==> config.mk <==
export PLATFORM = sky130hd
export DESIGN_NAME = smoke_detector_supervisor
export DESIGN_NICKNAME = d
export VERILOG_FILES = /design/src/design/sds_pkg.sv /design/src/design/sds_cfg_regs.sv /design/src/design/sds_core.sv /design/src/design/smoke_detector_supervisor.sv
export SDC_FILE = /design/constraint.sdc
export NUM_CORES = 1
export LEC_CHECK = 0
export BUFFER_PORTS_ARGS = -buffer_cell sky130_fd_sc_hd__buf_2
export CORE_ASPECT_RATIO = 1.1
export CORE_UTILIZATION = 53
export DETAILED_ROUTE_END_ITERATION = 16
export PLACE_DENSITY_LB_ADDON = 0.05
export SKIP_CTS_REPAIR_TIMING = 1
export SYNTH_ARGS = -nofsm -noshare
export SYNTH_HDL_FRONTEND = slang
export SYNTH_HIERARCHICAL = 1
export SYNTH_SLANG_ARGS = --single-unit
==> constraint.sdc <==
create_clock -name clk_i -period 4.2 [get_ports clk_i]
set_clock_uncertainty 0.15 [all_clocks]
set_input_delay 0.21 -clock clk_i [delete_from_list [all_inputs] [get_ports clk_i]]
set_output_delay 0.21 -clock clk_i [all_outputs]
set_load 0.03 [all_outputs]
==> src/design/sds_pkg.sv <==
`timescale 1ns / 1ps
// ----------------------------------------------------------------------------
// Smoke detector supervisor package
// Shared types, register indexes and reset values for the supervisor block.
// ----------------------------------------------------------------------------
package sds_pkg;

  localparam int unsigned CfgIdxW  = 3;
  localparam int unsigned CfgDataW = 12;

  // Configuration register indexes.
  localparam logic [CfgIdxW-1:0] CFG_ENABLE        = 3'd0;
  localparam logic [CfgIdxW-1:0] CFG_ALARM_CONFIRM = 3'd1;
  localparam logic [CfgIdxW-1:0] CFG_FAULT_CONFIRM = 3'd2;
  localparam logic [CfgIdxW-1:0] CFG_STANDBY_TMO   = 3'd3;
  localparam logic [CfgIdxW-1:0] CFG_ERROR_WINDOW  = 3'd4;
  localparam logic [CfgIdxW-1:0] CFG_ERROR_REPEAT  = 3'd5;
  localparam logic [CfgIdxW-1:0] CFG_RESEND_HOLD   = 3'd6;

  // Reset values of the configuration registers.
  localparam logic [3:0]  ALARM_CONFIRM_RST = 4'd10;
  localparam logic [3:0]  FAULT_CONFIRM_RST = 4'd10;
  localparam logic [11:0] STANDBY_TMO_RST   = 12'd4000;
  localparam logic [8:0]  ERROR_WINDOW_RST  = 9'd300;
  localparam logic [2:0]  ERROR_REPEAT_RST  = 3'd5;
  localparam logic [7:0]  RESEND_HOLD_RST   = 8'd1;

  // Error pulse patterns that classify a window.
  localparam logic [7:0] PATTERN_BATTERY = 8'd1;
  localparam logic [7:0] PATTERN_EOL     = 8'd3;

  typedef struct packed {
    logic        enable;
    logic [3:0]  alarm_confirm_ticks;
    logic [3:0]  fault_confirm_ticks;
    logic [11:0] standby_timeout;
    logic [8:0]  error_window;
    logic [2:0]  error_repeat;
    logic [7:0]  resend_hold;
  } cfg_t;

  typedef struct packed {
    logic alarm_line;
    logic fault_pin;
    logic alarm_arm;
    logic standby_pulse;
    logic error_pulse;
    logic day_rollover;
  } item_t;

  typedef struct packed {
    logic smoke_alarm_event;
    logic tamper_open_event;
    logic tamper_close_event;
    logic low_battery_event;
    logic end_of_life_event;
    logic response_request;
  } result_t;

endpackage

==> src/design/sds_cfg_regs.sv <==
`timescale 1ns / 1ps
// ----------------------------------------------------------------------------
// Supervisor configuration registers
// Write-only register file; each register takes the low bits of the data.
// ----------------------------------------------------------------------------
module sds_cfg_regs import sds_pkg::*; (
  input  logic                clk_i,
  input  logic                rst_ni,
  input  logic                cfg_we_i,
  input  logic [CfgIdxW-1:0]  cfg_index_i,
  input  logic [CfgDataW-1:0] cfg_data_i,
  output cfg_t                cfg_o
);

  cfg_t cfg_q, cfg_d;

  always_comb begin
    cfg_d = cfg_q;
    if (cfg_we_i) begin
      case (cfg_index_i)
        CFG_ENABLE:        cfg_d.enable              = cfg_data_i[0];
        CFG_ALARM_CONFIRM: cfg_d.alarm_confirm_ticks = cfg_data_i[3:0];
        CFG_FAULT_CONFIRM: cfg_d.fault_confirm_ticks = cfg_data_i[3:0];
        CFG_STANDBY_TMO:   cfg_d.standby_timeout     = cfg_data_i[11:0];
        CFG_ERROR_WINDOW:  cfg_d.error_window        = cfg_data_i[8:0];
        CFG_ERROR_REPEAT:  cfg_d.error_repeat        = cfg_data_i[2:0];
        CFG_RESEND_HOLD:   cfg_d.resend_hold         = cfg_data_i[7:0];
        default:           cfg_d = cfg_q;
      endcase
    end
  end

  always_ff @(posedge clk_i or negedge rst_ni) begin
    if (!rst_ni) begin
      cfg_q.enable              <= 1'b0;
      cfg_q.alarm_confirm_ticks <= ALARM_CONFIRM_RST;
      cfg_q.fault_confirm_ticks <= FAULT_CONFIRM_RST;
      cfg_q.standby_timeout     <= STANDBY_TMO_RST;
      cfg_q.error_window        <= ERROR_WINDOW_RST;
      cfg_q.error_repeat        <= ERROR_REPEAT_RST;
      cfg_q.resend_hold         <= RESEND_HOLD_RST;
    end else begin
      cfg_q <= cfg_d;
    end
  end

  assign cfg_o = cfg_q;

endmodule

==> src/design/sds_core.sv <==
`timescale 1ns / 1ps
// ----------------------------------------------------------------------------
// Supervisor tick engine
// Holds the supervisor counters and advances them by one tick per step.
// ----------------------------------------------------------------------------
module sds_core import sds_pkg::*; (
  input  logic    clk_i,
  input  logic    rst_ni,
  input  logic    step_i,
  input  cfg_t    cfg_i,
  input  item_t   item_i,
  output result_t result_o
);

  logic [3:0]  alarm_ticks_q, alarm_ticks_d;
  logic [3:0]  fault_ticks_q, fault_ticks_d;
  logic [11:0] standby_ticks_q, standby_ticks_d;
  logic [7:0]  pulse_count_q, pulse_count_d;
  logic [8:0]  quiet_ticks_q, quiet_ticks_d;
  logic [2:0]  pattern_repeats_q, pattern_repeats_d;
  logic [7:0]  battery_hold_q, battery_hold_d;
  logic [7:0]  eol_hold_q, eol_hold_d;

  logic [3:0]  ac, fc, alarm_start;
  logic [4:0]  alarm_sum, fault_sum;
  logic [12:0] standby_sum;
  logic [9:0]  quiet_sum;
  logic [2:0]  repeats_inc;
  logic [7:0]  bh_dec, eh_dec;
  logic        classified;
  result_t     res;

  always_comb begin
    alarm_ticks_d     = alarm_ticks_q;
    fault_ticks_d     = fault_ticks_q;
    standby_ticks_d   = standby_ticks_q;
    pulse_count_d     = pulse_count_q;
    quiet_ticks_d     = quiet_ticks_q;
    pattern_repeats_d = pattern_repeats_q;
    res               = '0;

    // Hold counters are counted down before anything else looks at them.
    bh_dec = (item_i.day_rollover && battery_hold_q != 8'd0) ?
             battery_hold_q - 8'd1 : battery_hold_q;
    eh_dec = (item_i.day_rollover && eol_hold_q != 8'd0) ?
             eol_hold_q - 8'd1 : eol_hold_q;
    battery_hold_d = bh_dec;
    eol_hold_d     = eh_dec;

    ac = (cfg_i.alarm_confirm_ticks == 4'd0) ? 4'd1 : cfg_i.alarm_confirm_ticks;
    fc = (cfg_i.fault_confirm_ticks == 4'd0) ? 4'd1 : cfg_i.fault_confirm_ticks;

    // Alarm confirmation.
    alarm_start = (item_i.alarm_arm && alarm_ticks_q == 4'd0) ? 4'd1 : alarm_ticks_q;
    alarm_sum   = {1'b0, alarm_start} + 5'd1;
    if (alarm_start != 4'd0) begin
      if (item_i.alarm_line) begin
        if (alarm_sum >= {1'b0, ac}) begin
          res.smoke_alarm_event = 1'b1;
          alarm_ticks_d         = 4'd0;
        end else begin
          alarm_ticks_d = alarm_sum[3:0];
        end
      end else begin
        alarm_ticks_d = 4'd0;
      end
    end else begin
      alarm_ticks_d = 4'd0;
    end

    // Fault pin debounce.
    fault_sum = {1'b0, fault_ticks_q} + 5'd1;
    if (item_i.fault_pin) begin
      if (fault_sum >= {1'b0, fc}) begin
        res.tamper_open_event = (fault_sum == {1'b0, fc});
        fault_ticks_d         = fc;
      end else begin
        fault_ticks_d = fault_sum[3:0];
      end
    end else begin
      res.tamper_close_event = (fault_ticks_q >= fc);
      fault_ticks_d          = 4'd0;
    end

    // Standby watchdog.
    standby_sum = {1'b0, standby_ticks_q} + 13'd1;
    if (item_i.standby_pulse) begin
      standby_ticks_d = 12'd0;
    end else if (standby_sum >= {1'b0, cfg_i.standby_timeout}) begin
      standby_ticks_d      = 12'd0;
      res.response_request = 1'b1;
    end else begin
      standby_ticks_d = standby_sum[11:0];
    end

    // Error pulse windows.
    quiet_sum   = {1'b0, quiet_ticks_q} + 10'd1;
    repeats_inc = (pattern_repeats_q != 3'd7) ? pattern_repeats_q + 3'd1
                                              : pattern_repeats_q;
    classified  = (pulse_count_q == PATTERN_BATTERY) || (pulse_count_q == PATTERN_EOL);
    if (item_i.error_pulse) begin
      if (pulse_count_q != 8'd255) begin
        pulse_count_d = pulse_count_q + 8'd1;
      end
      quiet_ticks_d = 9'd0;
    end else if (quiet_sum < {1'b0, cfg_i.error_window}) begin
      quiet_ticks_d = quiet_sum[8:0];
    end else if (pulse_count_q == 8'd0) begin
      quiet_ticks_d     = 9'd0;
      pattern_repeats_d = 3'd0;
    end else begin
      // The window closes on pulses.
      pulse_count_d = 8'd0;
      quiet_ticks_d = 9'd0;
      if (!classified) begin
        pattern_repeats_d = 3'd0;
      end else begin
        pattern_repeats_d = repeats_inc;
        if (repeats_inc >= cfg_i.error_repeat) begin
          if (pulse_count_q == PATTERN_BATTERY) begin
            if (bh_dec == 8'd0) begin
              res.low_battery_event = 1'b1;
              pattern_repeats_d     = 3'd0;
              battery_hold_d        = cfg_i.resend_hold;
            end
          end else if (eh_dec == 8'd0) begin
            res.end_of_life_event = 1'b1;
            pattern_repeats_d     = 3'd0;
            eol_hold_d            = cfg_i.resend_hold;
          end
        end
      end
    end

    // A disabled supervisor leaves every counter alone and reports nothing.
    if (!cfg_i.enable) begin
      alarm_ticks_d     = alarm_ticks_q;
      fault_ticks_d     = fault_ticks_q;
      standby_ticks_d   = standby_ticks_q;
      pulse_count_d     = pulse_count_q;
      quiet_ticks_d     = quiet_ticks_q;
      pattern_repeats_d = pattern_repeats_q;
      battery_hold_d    = battery_hold_q;
      eol_hold_d        = eol_hold_q;
      res               = '0;
    end
  end

  always_ff @(posedge clk_i or negedge rst_ni) begin
    if (!rst_ni) begin
      alarm_ticks_q     <= '0;
      fault_ticks_q     <= '0;
      standby_ticks_q   <= '0;
      pulse_count_q     <= '0;
      quiet_ticks_q     <= '0;
      pattern_repeats_q <= '0;
      battery_hold_q    <= '0;
      eol_hold_q        <= '0;
    end else if (step_i) begin
      alarm_ticks_q     <= alarm_ticks_d;
      fault_ticks_q     <= fault_ticks_d;
      standby_ticks_q   <= standby_ticks_d;
      pulse_count_q     <= pulse_count_d;
      quiet_ticks_q     <= quiet_ticks_d;
      pattern_repeats_q <= pattern_repeats_d;
      battery_hold_q    <= battery_hold_d;
      eol_hold_q        <= eol_hold_d;
    end
  end

  assign result_o = res;

endmodule

==> src/design/smoke_detector_supervisor.sv <==
`timescale 1ns / 1ps
// ----------------------------------------------------------------------------
// Smoke detector supervisor
// Per-tick supervision of a smoke detector's alarm, fault, standby and error
// lines, producing one set of one-tick event flags for every tick.
// ----------------------------------------------------------------------------
// Each transfer on the input channel is one 100 ms tick, and for every tick
// exactly one transfer of event flags leaves on the output channel, in order.
// The block takes one tick per clock cycle when the output side does not
// stall. Each tick passes through the input register, where the counter
// update runs, and then through the result register. The sustained rate is
// set by the update of the supervisor counters, which carries each tick's
// state into the next. Configuration is written through a plain write port
// and should only be changed while no tick is in flight; with enable low,
// ticks still produce a result but every flag is zero and no counter moves.
// ----------------------------------------------------------------------------
module smoke_detector_supervisor import sds_pkg::*; (
  input  logic                clk_i,
  input  logic                rst_ni,
  // Configuration write port.
  input  logic                cfg_we_i,
  input  logic [CfgIdxW-1:0]  cfg_index_i,
  input  logic [CfgDataW-1:0] cfg_data_i,
  // Tick input channel.
  input  logic                in_valid_i,
  output logic                in_stall_o,
  input  logic                alarm_line_i,
  input  logic                fault_pin_i,
  input  logic                alarm_arm_i,
  input  logic                standby_pulse_i,
  input  logic                error_pulse_i,
  input  logic                day_rollover_i,
  // Event output channel.
  output logic                out_valid_o,
  input  logic                out_stall_i,
  output logic                smoke_alarm_event_o,
  output logic                tamper_open_event_o,
  output logic                tamper_close_event_o,
  output logic                low_battery_event_o,
  output logic                end_of_life_event_o,
  output logic                response_request_o
);

  cfg_t    cfg;
  item_t   item_q;
  logic    item_valid_q;
  result_t result_d, result_q;
  logic    result_valid_q;
  logic    result_free;
  logic    step;
  logic    in_take;

  // The result register is free when empty or when its flags leave this cycle.
  assign result_free = !result_valid_q || !out_stall_i;
  // The held tick moves into the result register, updating the counters.
  assign step        = item_valid_q && result_free;
  // The input register takes a tick whenever it is empty or being emptied.
  assign in_stall_o  = item_valid_q && !result_free;
  assign in_take     = in_valid_i && !in_stall_o;

  sds_cfg_regs u_cfg_regs (
    .clk_i       (clk_i),
    .rst_ni      (rst_ni),
    .cfg_we_i    (cfg_we_i),
    .cfg_index_i (cfg_index_i),
    .cfg_data_i  (cfg_data_i),
    .cfg_o       (cfg)
  );

  sds_core u_core (
    .clk_i    (clk_i),
    .rst_ni   (rst_ni),
    .step_i   (step),
    .cfg_i    (cfg),
    .item_i   (item_q),
    .result_o (result_d)
  );

  // Input register.
  always_ff @(posedge clk_i or negedge rst_ni) begin
    if (!rst_ni) begin
      item_valid_q <= 1'b0;
    end else if (in_take) begin
      item_valid_q <= 1'b1;
    end else if (step) begin
      item_valid_q <= 1'b0;
    end
  end

  always_ff @(posedge clk_i) begin
    if (in_take) begin
      item_q.alarm_line    <= alarm_line_i;
      item_q.fault_pin     <= fault_pin_i;
      item_q.alarm_arm     <= alarm_arm_i;
      item_q.standby_pulse <= standby_pulse_i;
      item_q.error_pulse   <= error_pulse_i;
      item_q.day_rollover  <= day_rollover_i;
    end
  end

  // Result register.
  always_ff @(posedge clk_i or negedge rst_ni) begin
    if (!rst_ni) begin
      result_valid_q <= 1'b0;
    end else if (result_free) begin
      result_valid_q <= step;
    end
  end

  always_ff @(posedge clk_i) begin
    if (step) begin
      result_q <= result_d;
    end
  end

  assign out_valid_o          = result_valid_q;
  assign smoke_alarm_event_o  = result_q.smoke_alarm_event;
  assign tamper_open_event_o  = result_q.tamper_open_event;
  assign tamper_close_event_o = result_q.tamper_close_event;
  assign low_battery_event_o  = result_q.low_battery_event;
  assign end_of_life_event_o  = result_q.end_of_life_event;
  assign response_request_o   = result_q.response_request;

endmodule

; After elaboration in Yosys (flattened, before gate mapping)
; Cells that the tools add are included.
[totals]
ff_bits = 111
input_bits = 26
wordCells = 147
[op_classes]
add_sub_neg = 8
n_lt_le_gt_ge = 6
n_eq_ne = 14
reduce_logical = 39
muxes = 45
bitwise_logic = 6
[op_table]
columns = cell, n
row1 = $mux 8, 20
row2 = $mux 4, 8
row3 = $logic_not 8->1, 3
row4 = $mux 12, 2
row5 = $mux 3, 7
row6 = $mux 9, 2
row7 = $reduce_and 2->1, 8
row8 = $reduce_bool 8->1, 2
row9 = $sub 8x1->8 const B, 2
row10 = $reduce_or 7->1, 2
row11 = $add 12x1->13 const B, 1
row12 = $ge 13x12->1, 1
row13 = $logic_not 4->1, 3
row14 = $add 4x1->5 const B, 2
row15 = $add 9x1->10 const B, 1
row16 = $ge 5x4->1, 2
row17 = $lt 10x9->1, 1
row18 = $eq 3x3->1 const B, 3
row19 = $add 8x1->8 const B, 1
row20 = $eq 8x1->1 const B, 1
row21 = $eq 8x2->1 const B, 1
row22 = $ne 8x8->1 const B, 1
row23 = $eq 3x2->1 const B, 2
row24 = $logic_and 1x1->1, 6
row25 = 19 further kinds, 36

; Logic depth before layout (Yosys ltp)
; Gate-level depths: netlist of run 1.
[logic_depth]
ltp_word = 11
ltp_mapped = 13
depth_no_buf = 12

; Cells and area by module
; Netlist of run 1, hierarchy kept.
[by_module_without_submodules]
columns = module, seq_area_each_um2, area_each_um2, n_inst, cells_per_inst
row1 = sds_core, 1401.3, 4713.3, 1, 572
row2 = sds_cfg_regs, 1047.3, 1606.5, 1, 91
row3 = smoke_detector_supervisor, 410.4, 452.9, 1, 20

; Worst setup path before layout of run 1
; Ideal clock, no wire load.
[synth_path]
kind = register -> register
start = reg u_core.quiet_ticks_q[0]
end = reg u_core.quiet_ticks_q[2]
synth_period_minus_slack_ps = 3058
setup_slack_ps = 1142
setup_ps = 79
path_stages_with_launch = 13
n_path_buf = 1
t_arrival_ps = 2828
cell_sequence = dfrtp_1 -> ha_1 -> nand3_1 -> nor2_1 -> nand3_1 -> xnor2_1 -> ha_1 -> nand2_1 -> a21oi_1 -> a2111oi_2 -> clkbuf_1 -> nand3_1 -> mux2i_1
[synth_via]
elab_chain_cells = 4
[synth_lines]
columns = item, line
row1 = from (decl), sds_core.sv:19  ; logic [8:0] quiet_ticks_q, quiet_ticks_d;
row2 = from (signal assigned), sds_core.sv:164  ; quiet_ticks_q <= quiet_ticks_d;
row3 = $add 9x1->10 *, sds_core.sv:97  ; quiet_sum = {1'b0, quiet_ticks_q} + 10'd1;
row4 = $lt 10x9->1, sds_core.sv:106  ; end else if (quiet_sum < {1'b0, cfg_i.error_window}) begin
row5 = $mux 9 *, sds_core.sv:106
row6 = $mux 9 *, sds_core.sv:101  ; if (item_i.error_pulse) begin
; Mark *: on every way between the ends. The rest lies on a longest branch, timed or not.
; A chain may end at the register's enable or synchronous reset.

; Worst setup path in the final report of run 1
[layout_path]
start = reg u_core.standby_ticks_q[2]
end = reg u_core.standby_ticks_q[0]
[layout_via]
elab_chain_cells = 4
[layout_lines]
columns = item, line
row1 = from (decl), sds_core.sv:17  ; logic [11:0] standby_ticks_q, standby_ticks_d;
row2 = from (signal assigned), sds_core.sv:162  ; standby_ticks_q <= standby_ticks_d;
row3 = $add 12x1->13, sds_core.sv:86  ; standby_sum = {1'b0, standby_ticks_q} + 13'd1;
row4 = $ge 13x12->1, sds_core.sv:89  ; end else if (standby_sum >= {1'b0, cfg_i.standby_timeout}) begin
row5 = $mux 12, sds_core.sv:89
row6 = $mux 12, sds_core.sv:87  ; if (item_i.standby_pulse) begin
; Every way passes these cells.

==> summary by stage, run 1 <==
Route
For this block, the initial DRC count from the detailed router was 360. The remaining number of nets flagged by the antenna check after routing is 0. The wire length per cell after detailed routing is 16.60 um. The number of vias after detailed routing is 5221. The length of the first detailed-routing pass in iterations is 4. After detailed routing, the number of remaining DRC violations is 0. The total length of routed wires is 14.72 mm. Dividing the detail-routed via count by the number of cells gives 5.886.

Yosys
The flip-flop and latch count after synthesis is 111. Dividing the synthesized area by the synthesized cell count gives 9.916 um^2. For this run, asynchronously set or reset flops after synthesis account for 89.19%. The post-synthesis sequential area ratio is 42.21%. The synthesized design contains 12 enable-type register cells. After synthesis, the cell types taking the most area are sky130_fd_sc_hd__dfrtp_1, sky130_fd_sc_hd__ha_1, sky130_fd_sc_hd__mux2_2, sky130_fd_sc_hd__dfstp_2, sky130_fd_sc_hd__edfxtp_1. sky130_fd_sc_hd__dfrtp_1 is the most common cell in the netlist. Counting instances in the post-synthesis netlist gives the leading cell types as sky130_fd_sc_hd__dfrtp_1, sky130_fd_sc_hd__nand2_1, sky130_fd_sc_hd__inv_1, sky130_fd_sc_hd__ha_1, sky130_fd_sc_hd__mux2_2. In this run, distinct cell masters in the synthesized netlist total 75. The cell area after synthesis is 0.006773 mm^2. After technology mapping, the gate count stands at 683.

The largest area contributor in the netlist is sky130_fd_sc_hd__dfrtp_1. In this run the biggest area consumer among cell types represents 30.30% of the synthesized area. The number of warning messages in the yosys log is 6.

The number of nets handed over by synthesis was 756. The predominant post-synthesis flop cell is sky130_fd_sc_hd__dfrtp_1.

Final layout
The final-stage net count is 801. 0 antenna diodes ended up in the layout. From synthesis to final layout, the design area changed by 11.21%. The share of final-layout standard cells stronger than drive strength 1 is 18.96%.

GRT
The first global-routing pass estimated 24.74 mm of wire. The global routing usage summed across all routing layers is 24.45%. The via count of the first global-routing pass is 5214.

Summed over all layers, the global routing overflow is 0. The number of antenna violations at the first check in global routing is 0. Entering global routing, the biggest net connects 75 pins.

Worst setup path
The origin of the critical flop-to-flop path is u_core/standby_ticks_q[2]. The critical path capture point type is a register. Grouping stages by cell kind, the critical path spends the most delay in simple AND/OR/NAND/NOR gates. For the worst setup path, the data arrival time is 3600 ps.

The kind of start point of the critical path is a register. The signal on the critical path passes through nand3_1, nor2_1, and3_1, and2_1, xor2_1, ha_1, nand3_1, o221ai_1, a311oi_1, o211ai_1, buf_4, nor2_1, mux2_2. The largest incremental delay on the critical path is 460 ps.

The combined buffer and inverter count along the critical path is 1. Among all stages on the critical path, the largest delay is contributed by sky130_fd_sc_hd__dfrtp_1. The worst endpoint required time is 4340 ps. The critical path in this run is classified as reg2reg. The source of the critical timing path is u_core/standby_ticks_q[2]. The maximum fanout along the worst path is 12.

Timing
The post-route setup TNS is 0 ps. The worst-case headroom to the max-slew limit is 35.98%. The total setup violations reported at the end of the flow is 0. The fmax is 289.4 MHz. The post-route clock period utilization is 82.27%. For the finished layout, the period the worst path requires is 3455 ps. The number of hold violations in the final report was 3. The final number of max-transition violations is 0. The worst hold slack after final layout is -15.60 ps.

At the pin with the least slew margin, the transition time is 960.3 ps. Setup repair after global routing left no endpoint under its margin.

Power and ir drop
The net switching power is 0.001118 W. The clock power share is 26.0%. The combinational share of power is 30.6%. Of the total power, the share spent switching nets is 33.28%. The cell internal power dissipation is 0.002240 W. Registers are responsible for 43.4% of the overall power. The total power density per cell area is 445.8 mW/mm^2. The worst-case vdd ir drop is 0.2737 mV. In this run the static leakage power is 3.512 nW.

CTS
The cell sitting at the root of the clock tree is a sky130_fd_sc_hd__clkbuf_16. The total clock sinks is 111. The maximum clock path buffer count is 2. The total number of H-tree levels is 3. The TritonCTS clock tree is done. Clock latency on the worst-skew pair, taken at its later pin, is 360 ps.

The number of buffers created by CTS is 9. The clock transition time at the flip-flop clock pins of the worst setup and hold paths is 70 ps.

Place
The number of port buffers is 33. After legalization and detailed placement, the total HPWL measured 10.52 mm. The placer's final routability congestion estimate is 0.8147.

Min path
The min-delay analysis places its worst path in the category in2reg. In this run the most critical hold path is launched from cfg_data_i[4].

Floorplanning
The die height is 120.6 um. The die covers 0.01324 mm^2. The width of the die is 109.8 um.

The starting density of the core is 55.31%. The total area inside the core boundary comes to 0.01224 mm^2. The count of pins on the block boundary is 34. The number of placement rows is 42.

Run
The count of max-cap constraint violations is 0.

Run status
The run finished, with violations left. The checks that failed: negative hold slack.
==> through the flow <==
stage                     utilization, %  setup WS (ps)  cells  cell area [um^2]  power [W]
final                              61.52          744.7    887              7532   0.003358
after global routing               61.52          510.1    887              7532   0.003608
after CTS                          60.37          764.9    873              7392   0.003378
after detailed placement           57.91          828.4    857              7091   0.002492
after global placement             57.91          974.9    857              7091   0.002454
after floorplan                        -           1142    683              6773   0.002206
==> routing by layer <==
layer / GRT usage [%] / vias up / routed length [um]
li1: - / 2545 / -
met1: 31.30 / 2547 / 6627
met2: 40.16 / 106 / 7206
met3: 3.935 / 23 / 548
met4: 11.25 / 0 / 340
met5: 0 / - / 0
==> registers in the layout (all words and copies together) (netlist names), 3 cells and up <==
name,cells
item_q,6
u_core/quiet_ticks_q,9
u_core/pattern_repeats_q,3
u_core/alarm_ticks_q,4
u_core/standby_ticks_q,12
u_core/battery_hold_q,8
u_core/pulse_count_q,8
u_core/fault_ticks_q,4
u_cfg_regs/cfg_o,41
u_core/eol_hold_q,8
==> cells in the final DEF, fill, tap and decap left out, types with 4 or more instances in the layout <==
cell,n
sky130_fd_sc_hd__o211ai_1,7
sky130_fd_sc_hd__mux2_2,44
sky130_fd_sc_hd__dfstp_2,17
sky130_fd_sc_hd__nor2_1,31
sky130_fd_sc_hd__and4_1,4
sky130_fd_sc_hd__nor3_1,12
sky130_fd_sc_hd__inv_1,59
sky130_fd_sc_hd__clkbuf_16,9
sky130_fd_sc_hd__buf_4,8
sky130_fd_sc_hd__or2_2,4
sky130_fd_sc_hd__nand4_1,6
sky130_fd_sc_hd__and3_1,9
sky130_fd_sc_hd__ha_1,47
sky130_fd_sc_hd__a21o_1,13
sky130_fd_sc_hd__edfxtp_1,12
sky130_fd_sc_hd__o21ai_0,38
sky130_fd_sc_hd__nand2b_1,9
sky130_fd_sc_hd__mux2i_1,7
sky130_fd_sc_hd__dlygate4sd3_1,14
sky130_fd_sc_hd__or3_1,7
sky130_fd_sc_hd__nor4_1,4
sky130_fd_sc_hd__nand2_1,71
sky130_fd_sc_hd__nand3_1,36
sky130_fd_sc_hd__xor2_1,12
sky130_fd_sc_hd__a21oi_1,23
sky130_fd_sc_hd__nand4b_1,4
sky130_fd_sc_hd__dfrtp_1,82
sky130_fd_sc_hd__a22o_1,8
sky130_fd_sc_hd__a31oi_1,7
sky130_fd_sc_hd__xnor2_1,16
sky130_fd_sc_hd__nor2b_1,8
sky130_fd_sc_hd__buf_2,32
==> logic make-up (layout without fill, tap and decap cells) <==
group / Yosys count / in the layout / share of synthesized area, %
adder cells (fa/ha/maj): 47 / 47 / 8.683
buffers and inverters: 79 / 129 / 4.674
AO/OA/AOI/OAI: 135 / 135 / 13.74
XOR/XNOR: 28 / 28 / 3.621
multiplexers: 53 / 53 / 8.738
flip-flops: 111 / 111 / 42.21
AND/OR/NAND/NOR: 230 / 230 / 18.33
==> area by class of cell <==
cell class                 count  area, um^2
fill                        1028        4712
multi-input combinational    493        3597
sequential                   111        2859
timing repair buffer          54       360.3
clock buffer                  12       246.5
inverter                      59       221.5
tap                          154       192.7
clock inverter                 4       55.05
==> path summary, 6_finish.rpt <==
path,endpoint,slack [ps],cells past startpoint
setup / recovery,u_core/standby_ticks_q[0],740,13
hold / removal,u_cfg_regs/cfg_o[15],-20,2
setup reg to reg,u_core/standby_ticks_q[0],740,13
hold reg to reg,u_cfg_regs/cfg_o[15],350,1
max in group asynchronous,u_core/battery_hold_q[6],2630,3
min in group asynchronous,u_core/eol_hold_q[6],390,2
==> power groups by stage <==
stage,clock network (W),registers [W],logic [W]
6_report,0.000874,0.00146,0.00103
5_1_grt,0.000945,0.00149,0.00117
4_1_cts,0.000900,0.00146,0.00102
3_5_place_dp,0,0.00148,0.00101
3_3_place_gp,0,0.00147,0.000985
2_1_floorplan,0,0.00144,0.000771
(Power assumes the default switching activity.)
==> run 2: changes to the inputs <==
==> constraint.sdc (replaced) <==
create_clock -name clk_i -period 3.1 [get_ports clk_i]
set_clock_uncertainty 0.15 [all_clocks]
set_input_delay 0.155 -clock clk_i [delete_from_list [all_inputs] [get_ports clk_i]]
set_output_delay 0.155 -clock clk_i [all_outputs]
set_load 0.03 [all_outputs]
==> run 2 against run 1 <==
The flow now finishes without violations. Design area up 4.2%. Combinational power grew 44%. Maximum frequency is 15% higher. Register-to-register slack lost 640 ps. Global-route usage grew 0.31 points. First-iteration DRC count down 21%. Critical endpoint is now u_core/standby_ticks_q[11]. Largest cell class unchanged.
==> summary by stage, run 2 (synthesized netlist as in run 1, its figures left out) <==
Place
The number of port buffers is 33 (unchanged). The total instance count after detailed placement was 876 (+2.2%). The placer's final routability congestion estimate was 0.8593 (+5.5%). The detailed-placement wirelength estimate is 11.22 mm (+6.6%).

Timing
The worst hold slack after final layout is 0.3293 ps (+15.93 ps). The worst-case headroom to the max-slew limit is 54.10% (+18 points). The actual transition at the worst max-transition pin is 688.5 ps (-271.8 ps). The post-route setup TNS is 0 ps (unchanged).

Setup repair after global routing could not meet its margin everywhere. The post-route clock period utilization is 96.72% (+14 points). The number of hold violations in the final report was 0 (-3). The final critical path time including I/O delays and setup is 2998 ps (-457.1 ps). The final number of max-transition violations came to 0 (unchanged). The fmax is 333.5 MHz (+15%). The total setup violations reported at the end of the flow is 0 (unchanged).

Floorplanning
The count of pins on the block boundary is 34 (unchanged). The standard cell core area is 0.01224 mm^2 (unchanged). The width of the die was 109.8 um (unchanged).

The number of placement rows is 42 (unchanged). The die height came to 120.6 um (unchanged). The area of the die came to 0.01324 mm^2 (unchanged). The starting density of the core is 55.31% (unchanged).

Power and ir drop
The cell internal power dissipation came to 0.003227 W (+44%). The combinational share of power came to 30.9% (+0.3 points). The portion of total power attributed to sequential cells is 41.5% (-1.9 points). The leakage power of the design was 3.660 nW (+4.2%).

The worst-case vdd ir drop is 0.3661 mV (+34%). The total power density per cell area came to 609.7 mW/mm^2 (+37%). The clock power share came to 27.6% (+1.6 points).

The net switching fraction of the power was 32.52% (-0.76 points). The net switching power is 0.001555 W (+39%).

Final layout
The flip-flop count of the largest register, all copies and words added was 41 (unchanged). The share of final-layout standard cells stronger than drive strength 1 was 22.76% (+3.8 points). The final-stage net count came to 828 (+3.4%). The final-layout fill cell count is 1000 (-2.7%). The synthesis-to-finish area growth is 15.83%. Leaving out fill and tap cells, the most frequent cells in the layout are sky130_fd_sc_hd__dfrtp_1, sky130_fd_sc_hd__nand2_1, sky130_fd_sc_hd__inv_1, sky130_fd_sc_hd__ha_1, sky130_fd_sc_hd__mux2_2.

The final design utilization is 64.07% (+2.6 points). The filler-free cell count of the finished design is 914 (+3.0%). Leaving out fill and tap cells, the most frequent cell in the layout is sky130_fd_sc_hd__dfrtp_1. The count of inserted antenna diode cells came to 0 (unchanged).

Worst setup path
The worst reg2reg path depth came to 12 (-1). The worst setup path is launched from a register. The combined buffer and inverter count along the critical path is 1 (unchanged).

The critical path capture point type is a register. In this design, the largest share of critical-path delay is due to compound AO/OA/AOI/OAI gates. The library cell contributing the largest single delay on the critical path is sky130_fd_sc_hd__dfrtp_1. The origin of the critical flop-to-flop path is u_core/standby_ticks_q[0]. The maximum fanout along the worst path is 11 (-1).

The data arrival at the endpoint of the critical path was 3140 ps (-460 ps). The worst endpoint required time is 3240 ps (-1100 ps). The reg2reg setup slack is 100 ps (-640 ps).

The largest incremental delay on the critical path came to 430 ps (-30 ps). The critical path is of the reg2reg type. Walking the worst path, the cells encountered are ha_2, and4_4, nand4_1, xnor2_1, ha_1, a21oi_1, o221ai_1, a311oi_2, o211ai_1, buf_4, o21ai_0, a22o_1. The capture instance of the worst register-to-register path is u_core/standby_ticks_q[11].

Route
The remaining number of nets flagged by the antenna check after routing came to 0 (unchanged). The remaining design rule violation count is 0 (unchanged). The total length of routed wires is 15.54 mm (+5.5%). The length of the first detailed-routing pass in iterations was 5 (+1). The number of violations reported at the end of detailed-routing iteration 0 came to 285 (-21%).

The number of vias after detailed routing is 5381 (+3.1%). The mean number of vias per cell was 5.887 (about the same). The wire length per cell after detailed routing is 17.00 um (+2.4%).

GRT
The global routing usage summed across all routing layers is 24.75% (+0.31 points). The first-pass GRT wire length is 24.81 mm (+0.28%). The via count of the first global-routing pass came to 5135 (-1.5%). The maximum number of pins on one net before global-route repair is 52 (-31%). The number of antenna violations at the first check in global routing came to 0 (unchanged). The overall overflow remaining after global route is 0 (unchanged).

Run status
The flow ran to the end, and the final reports show no timing, DRC or antenna violations.

Min path
The tightest min-delay check is of the in2reg type. The number of instances on the worst hold path is 2 (unchanged). The end point of the worst hold path is u_cfg_regs/cfg_o[39]. The worst hold path begins at cfg_data_i[3].

CTS
The number of buffers created by CTS is 9 (unchanged). TritonCTS built the clock tree. The clock transition time at the flip-flop clock pins of the worst setup and hold paths came to 80 ps (about the same). The total clock sinks was 111 (unchanged). The maximum clock path buffer count is 2 (unchanged). The insertion delay to the later sink of the worst-skew pair came to 350 ps (about the same). The root buffer cell is sky130_fd_sc_hd__clkbuf_16. The total number of H-tree levels is 3 (unchanged).

Run
The count of max-cap constraint violations is 0 (unchanged).
run 2: worst max-delay path by stage:
stage | startpoint | end | slack, ps | cells past startpoint
after floorplan | u_core/quiet_ticks_q[0] | u_core/quiet_ticks_q[2] | 40 | 12
after CTS | u_core/quiet_ticks_q[0] | u_core/battery_hold_q[2] | -50 | 11
final | u_core/standby_ticks_q[0] | u_core/standby_ticks_q[11] | 100 | 12
after global routing | u_core/standby_ticks_q[0] | u_core/standby_ticks_q[6] | -50 | 12
after global placement | u_core/quiet_ticks_q[0] | u_core/battery_hold_q[7] | 70 | 10
after detailed placement | u_core/quiet_ticks_q[0] | u_core/battery_hold_q[3] | -10 | 10
run 2: routing by layer:
metal	wire length, um	GRT usage [%]
met2	7658	40.78
met1	7022	32.77
met3	564	3.935
met4	290	8.833
met5	0	0
run 2: layout make-up:
cell class | instances | area, um^2 | area share (%)
clock buffers | 10 | 229.0 | 2.919
clock inverters | 6 | 110.1 | 1.404
inverters | 59 | 221.5 | 2.823
multi-input cells | 493 | 3643 | 46.44
flip-flops and latches | 111 | 2860 | 36.46
well taps | 154 | 192.7 | 2.456
repair buffers | 81 | 588.1 | 7.496
run 2: power by group through the flow:
stage / Clock, W / Combinational, W / Sequential, W
finish: 0.00132 / 0.00148 / 0.00199
global route: 0.00140 / 0.00166 / 0.00202
CTS: 0.00135 / 0.00145 / 0.00198
detailed placement: 0 / 0.00143 / 0.00200
global placement: 0 / 0.00138 / 0.00199
floorplan: 0 / 0.00104 / 0.00194
run 2: per-stage QoR:
step | setup slack, ps | total power (W) | instance area (um^2)
after detailed placement | -14.19 | 0.003439 | 7246
after floorplan | 42.41 | 0.002989 | 6773
after global placement | 74.21 | 0.003371 | 7246
after CTS | -50.65 | 0.004774 | 7585
after global routing | -50.73 | 0.005086 | 7845
final | 101.8 | 0.004783 | 7845
==> run 3: changes to the inputs <==
--- a/config.mk
+++ b/config.mk
@@ -13,5 +13,4 @@
 export SKIP_CTS_REPAIR_TIMING = 1
 export SYNTH_ARGS = -nofsm -noshare
 export SYNTH_HDL_FRONTEND = slang
-export SYNTH_HIERARCHICAL = 1
 export SYNTH_SLANG_ARGS = --single-unit
==> run 3 against run 2 <==
The flow now finishes with violations (negative hold slack). Global-route usage is 0.20 points higher. Maximum frequency is 1.1% higher. Clock power is 14% lower. Non-clock buffer count is 2 higher. Cell count is 1.1% lower. Power is 14% higher. Design area is 2.2% lower. Flip-flop and latch count stayed put. Worst hold slack worse by 23 ps. Worst setup slack better by 34 ps. Die area is 1.7% lower. Critical path type unchanged. Critical endpoint is now u_core.standby_ticks_q[2].
==> summary by stage, run 3 <==
Run status
The flow ran to the end, but the final reports show violations. The final reports fail on negative hold slack.

Worst setup path
The largest incremental delay on the critical path is 440 ps (about the same). The critical path capture point type is a register. The combined buffer and inverter count along the critical path is 0 (-1). The worst reg2reg path depth is 12 (unchanged). The count of cell instances traversed by the critical path is 12 (unchanged). The maximum fanout along the worst path is 7 (-4). The library cell contributing the largest single delay on the critical path is sky130_fd_sc_hd__dfrtp_1. The cell seen most often among critical-path stages is sky130_fd_sc_hd__a21o_1. The dominant delay contributor by cell family on the critical path is compound AO/OA/AOI/OAI gates. The critical path goes through ha_4, nand3_1, nor2_1, xor2_1, ha_1, a21o_1, a21o_1, a211oi_1, o211a_1, o21ai_2, nor2_2, a22o_1.

The worst endpoint required time was 3240 ps (about the same). The reg2reg setup slack came to 140 ps (+30 ps). The data arrival at the endpoint of the critical path is 3110 ps (-30 ps).

STA classifies the critical path startpoint as a register. The category of the critical setup timing path is reg2reg.

Floorplanning
The area of the die is 0.01301 mm^2 (-1.7%). The width of the die is 108.8 um (-0.87%). The count of pins on the block boundary is 34 (unchanged). The die height is 119.5 um (-0.87%). The starting density of the core came to 54.81% (-0.50 points). The number of placement rows is 42 (unchanged). The standard cell core area is 0.01214 mm^2 (-0.86%).

Final layout
The flip-flop count of the largest register, all copies and words added came to 41 (unchanged). The final-stage net count is 816 (-1.4%). The filler-free cell count of the finished design came to 904 (-1.1%).

Leaving out fill and tap cells, the most frequent cells in the layout are sky130_fd_sc_hd__dfrtp_1, sky130_fd_sc_hd__nand2_1, sky130_fd_sc_hd__inv_1, sky130_fd_sc_hd__ha_1, sky130_fd_sc_hd__o21ai_0. The count of inserted antenna diode cells is 0 (unchanged). The final-layout fill cell count is 975 (-2.5%). The leading cell type in the layout, fill and taps excluded is sky130_fd_sc_hd__dfrtp_1. The share of final-layout standard cells stronger than drive strength 1 is 20.93% (-1.8 points). From synthesis to final layout, the design area changed by 15.33%. The cell area after layout is 0.007674 mm^2 (-2.2%).

CTS
The total clock sinks came to 111 (unchanged). The clock transition time at the flip-flop clock pins of the worst setup and hold paths is 70 ps (about the same). The insertion delay to the later sink of the worst-skew pair is 360 ps (about the same).

TritonCTS built the clock tree. The cell sitting at the root of the clock tree is a sky130_fd_sc_hd__clkbuf_16. The maximum clock path buffer count was 2 (unchanged). The total number of H-tree levels is 3 (unchanged).

The number of buffers created by CTS came to 9 (unchanged).

Yosys
The most common cell in the synthesized netlist is sky130_fd_sc_hd__dfrtp_1. The number of instances in the synthesized netlist is 674 (-1.3%). The count of flip-flops with a built-in enable after synthesis is 12 (unchanged). The number of warning messages in the yosys log is 0 (-6).

The post-synthesis sequential area ratio came to 42.97% (+0.75 points). The flip-flop and latch count after synthesis is 111 (unchanged). The largest total area in the synthesized netlist belongs to sky130_fd_sc_hd__dfrtp_1. The number of distinct library cells after synthesis was 70 (-6.7%).

The share of the synthesized area in the top cell type is 30.84% (+0.54 points). The cell area after synthesis is 0.006654 mm^2 (-1.8%). The most used flip-flop cell after synthesis is sky130_fd_sc_hd__dfrtp_1.

The net count after synthesis was 745 (-1.5%). The per-instance average area after synthesis was 9.872 um^2 (-0.44%). The commonest cells after synthesis are sky130_fd_sc_hd__dfrtp_1, sky130_fd_sc_hd__nand2_1, sky130_fd_sc_hd__inv_1, sky130_fd_sc_hd__ha_1, sky130_fd_sc_hd__o21ai_0. The share of async-settable or async-resettable flops after synthesis is 89.19% (unchanged).

Yosys attributes the largest share of cell area to sky130_fd_sc_hd__dfrtp_1, sky130_fd_sc_hd__ha_1, sky130_fd_sc_hd__dfstp_2, sky130_fd_sc_hd__edfxtp_1, sky130_fd_sc_hd__mux2_2.

GRT
The overall overflow remaining after global route is 0 (unchanged). The number of antenna violations at the first check in global routing is 0 (unchanged). The via count of the first global-routing pass is 5028 (-2.1%). The maximum number of pins on one net before global-route repair is 56 (+7.7%). The first-pass GRT wire length is 25.12 mm (+1.3%). The global routing usage summed across all routing layers is 24.95% (+0.20 points).

Timing
The fmax was 337.3 MHz (+1.1%). The worst-case headroom to the max-slew limit came to 50.11% (-4.0 points). The final critical path time including I/O delays and setup came to 2965 ps (-33.70 ps).

Setup repair after global routing could not meet its margin everywhere. The post-route clock period utilization came to 95.63% (-1.1 points). The worst hold slack after final layout is -22.84 ps (-23.17 ps). The total setup violations reported at the end of the flow came to 0 (unchanged).

The final number of max-transition violations is 0 (unchanged). The actual transition at the worst max-transition pin is 744.9 ps (+56.42 ps). The number of hold violations in the final report is 3 (+3).

Run
The count of max-cap constraint violations is 0 (unchanged).

Min path
The number of instances on the worst hold path is 3 (+1). The classification of the worst-slack hold path is in2reg.

Power and ir drop
The worst-case vdd ir drop is 0.4709 mV (+29%). The total power density per cell area is 713.1 mW/mm^2 (+17%). The total power draw is 0.005472 W (+14%). The leakage power of the design is 3.469 nW (-5.2%).

Route
The number of violations reported at the end of detailed-routing iteration 0 is 349 (+22%). The wire length per cell after detailed routing is 16.80 um (-1.2%). The total length of routed wires was 15.19 mm (-2.2%). The length of the first detailed-routing pass in iterations was 5 (unchanged).

The remaining design rule violation count is 0 (unchanged). The remaining number of nets flagged by the antenna check after routing is 0 (unchanged). The number of vias after detailed routing is 5280 (-1.9%). The mean number of vias per cell is 5.841 (-0.79%).

Place
The total cell area at the placement stage is 0.007084 mm^2 (-2.2%). The number of port buffers was 33 (unchanged). The total instance count after detailed placement was 860 (-1.8%). The placer's final routability congestion estimate is 0.8524 (-0.80%). The detailed-placement wirelength estimate is 10.90 mm (-2.9%).
[run 3: cell types whose count changed after synthesis, moves of 7 or more]
cell                      change
sky130_fd_sc_hd__nand4_1      +7
sky130_fd_sc_hd__inv_1       -10
sky130_fd_sc_hd__o21ai_1     +10
sky130_fd_sc_hd__mux2_2      -12
sky130_fd_sc_hd__nand3_1     -11
[run 3: final cells by class]
cell class | count | area [um^2] | share of cell area (%)
Clock buffer | 12 | 256.5 | 3.343
Multi-Input combinational cell | 491 | 3561 | 46.40
Timing Repair Buffer | 83 | 590.6 | 7.696
Tap cell | 154 | 192.7 | 2.511
Sequential cell | 111 | 2861 | 37.29
Inverter | 49 | 183.9 | 2.397
Clock inverter | 4 | 27.53 | 0.3587
[run 3: worst register-to-register path: stages (launching register included)]
cell	delay, ps
sky130_fd_sc_hd__dfrtp_1	440
sky130_fd_sc_hd__ha_4	190
sky130_fd_sc_hd__nand3_1	130
sky130_fd_sc_hd__nor2_1	140
sky130_fd_sc_hd__xor2_1	250
sky130_fd_sc_hd__ha_1	290
sky130_fd_sc_hd__a21o_1	180
sky130_fd_sc_hd__a21o_1	180
sky130_fd_sc_hd__a211oi_1	240
sky130_fd_sc_hd__o211a_1	220
sky130_fd_sc_hd__o21ai_2	120
sky130_fd_sc_hd__nor2_2	210
sky130_fd_sc_hd__a22o_1	170
[run 3: where the power goes]
part	switching, W	internal (W)	total, W
Clock	0.000549	0.000592	0.00114
Sequential	0.000387	0.00182	0.00221
Combinational	0.00114	0.000986	0.00212
[run 3: kinds of logic after synthesis]
family	synth area share, %
and+or+nand+nor	18.71
xor gates and xnor gates	4.739
DFF	42.97
buffers and inverters	4.193
adders and majority gates	8.462
AOI/OAI and AO/OA	14.91
muxes	6.017
[run 3: through the flow]
stage / hold WS [ps] / utilization [%] / TNS [ps] / setup WS (ps)
final: -22.84 / 63.21 / 0 / 135.5
after global placement: 99.35 / 58.36 / 0 / 112.0
after global routing: 2.071 / 63.21 / -55.72 / -25.52
after detailed placement: 100.3 / 58.36 / 0 / 13.16
after floorplan: -290.6 / - / 0 / 223.4
after CTS: -278.6 / 60.70 / -46.86 / -19.93
[run 3: worst paths after layout]
path / start / endpoint
max reg2reg: u_core.standby_ticks_q[1] / u_core.standby_ticks_q[2]
min: cfg_data_i[2] / u_cfg_regs.cfg_o[13]
max in group asynchronous: rst_ni / u_cfg_regs.cfg_o[10]
max: u_core.standby_ticks_q[1] / u_core.standby_ticks_q[2]
min in group asynchronous: rst_ni / u_core.fault_ticks_q[0]
min reg2reg: u_cfg_regs.cfg_o[23] / u_cfg_regs.cfg_o[23]
[run 3: layer usage]
metal | GRT usage [%] | share of wire [%] | vias to the layer above
li1 | - | - | 2574
met1 | 34.56 | 46 | 2577
met2 | 40.51 | 49 | 115
met3 | 3.531 | 4.0 | 14
met4 | 7.517 | 1.2 | 0
met5 | 0 | 0 | -
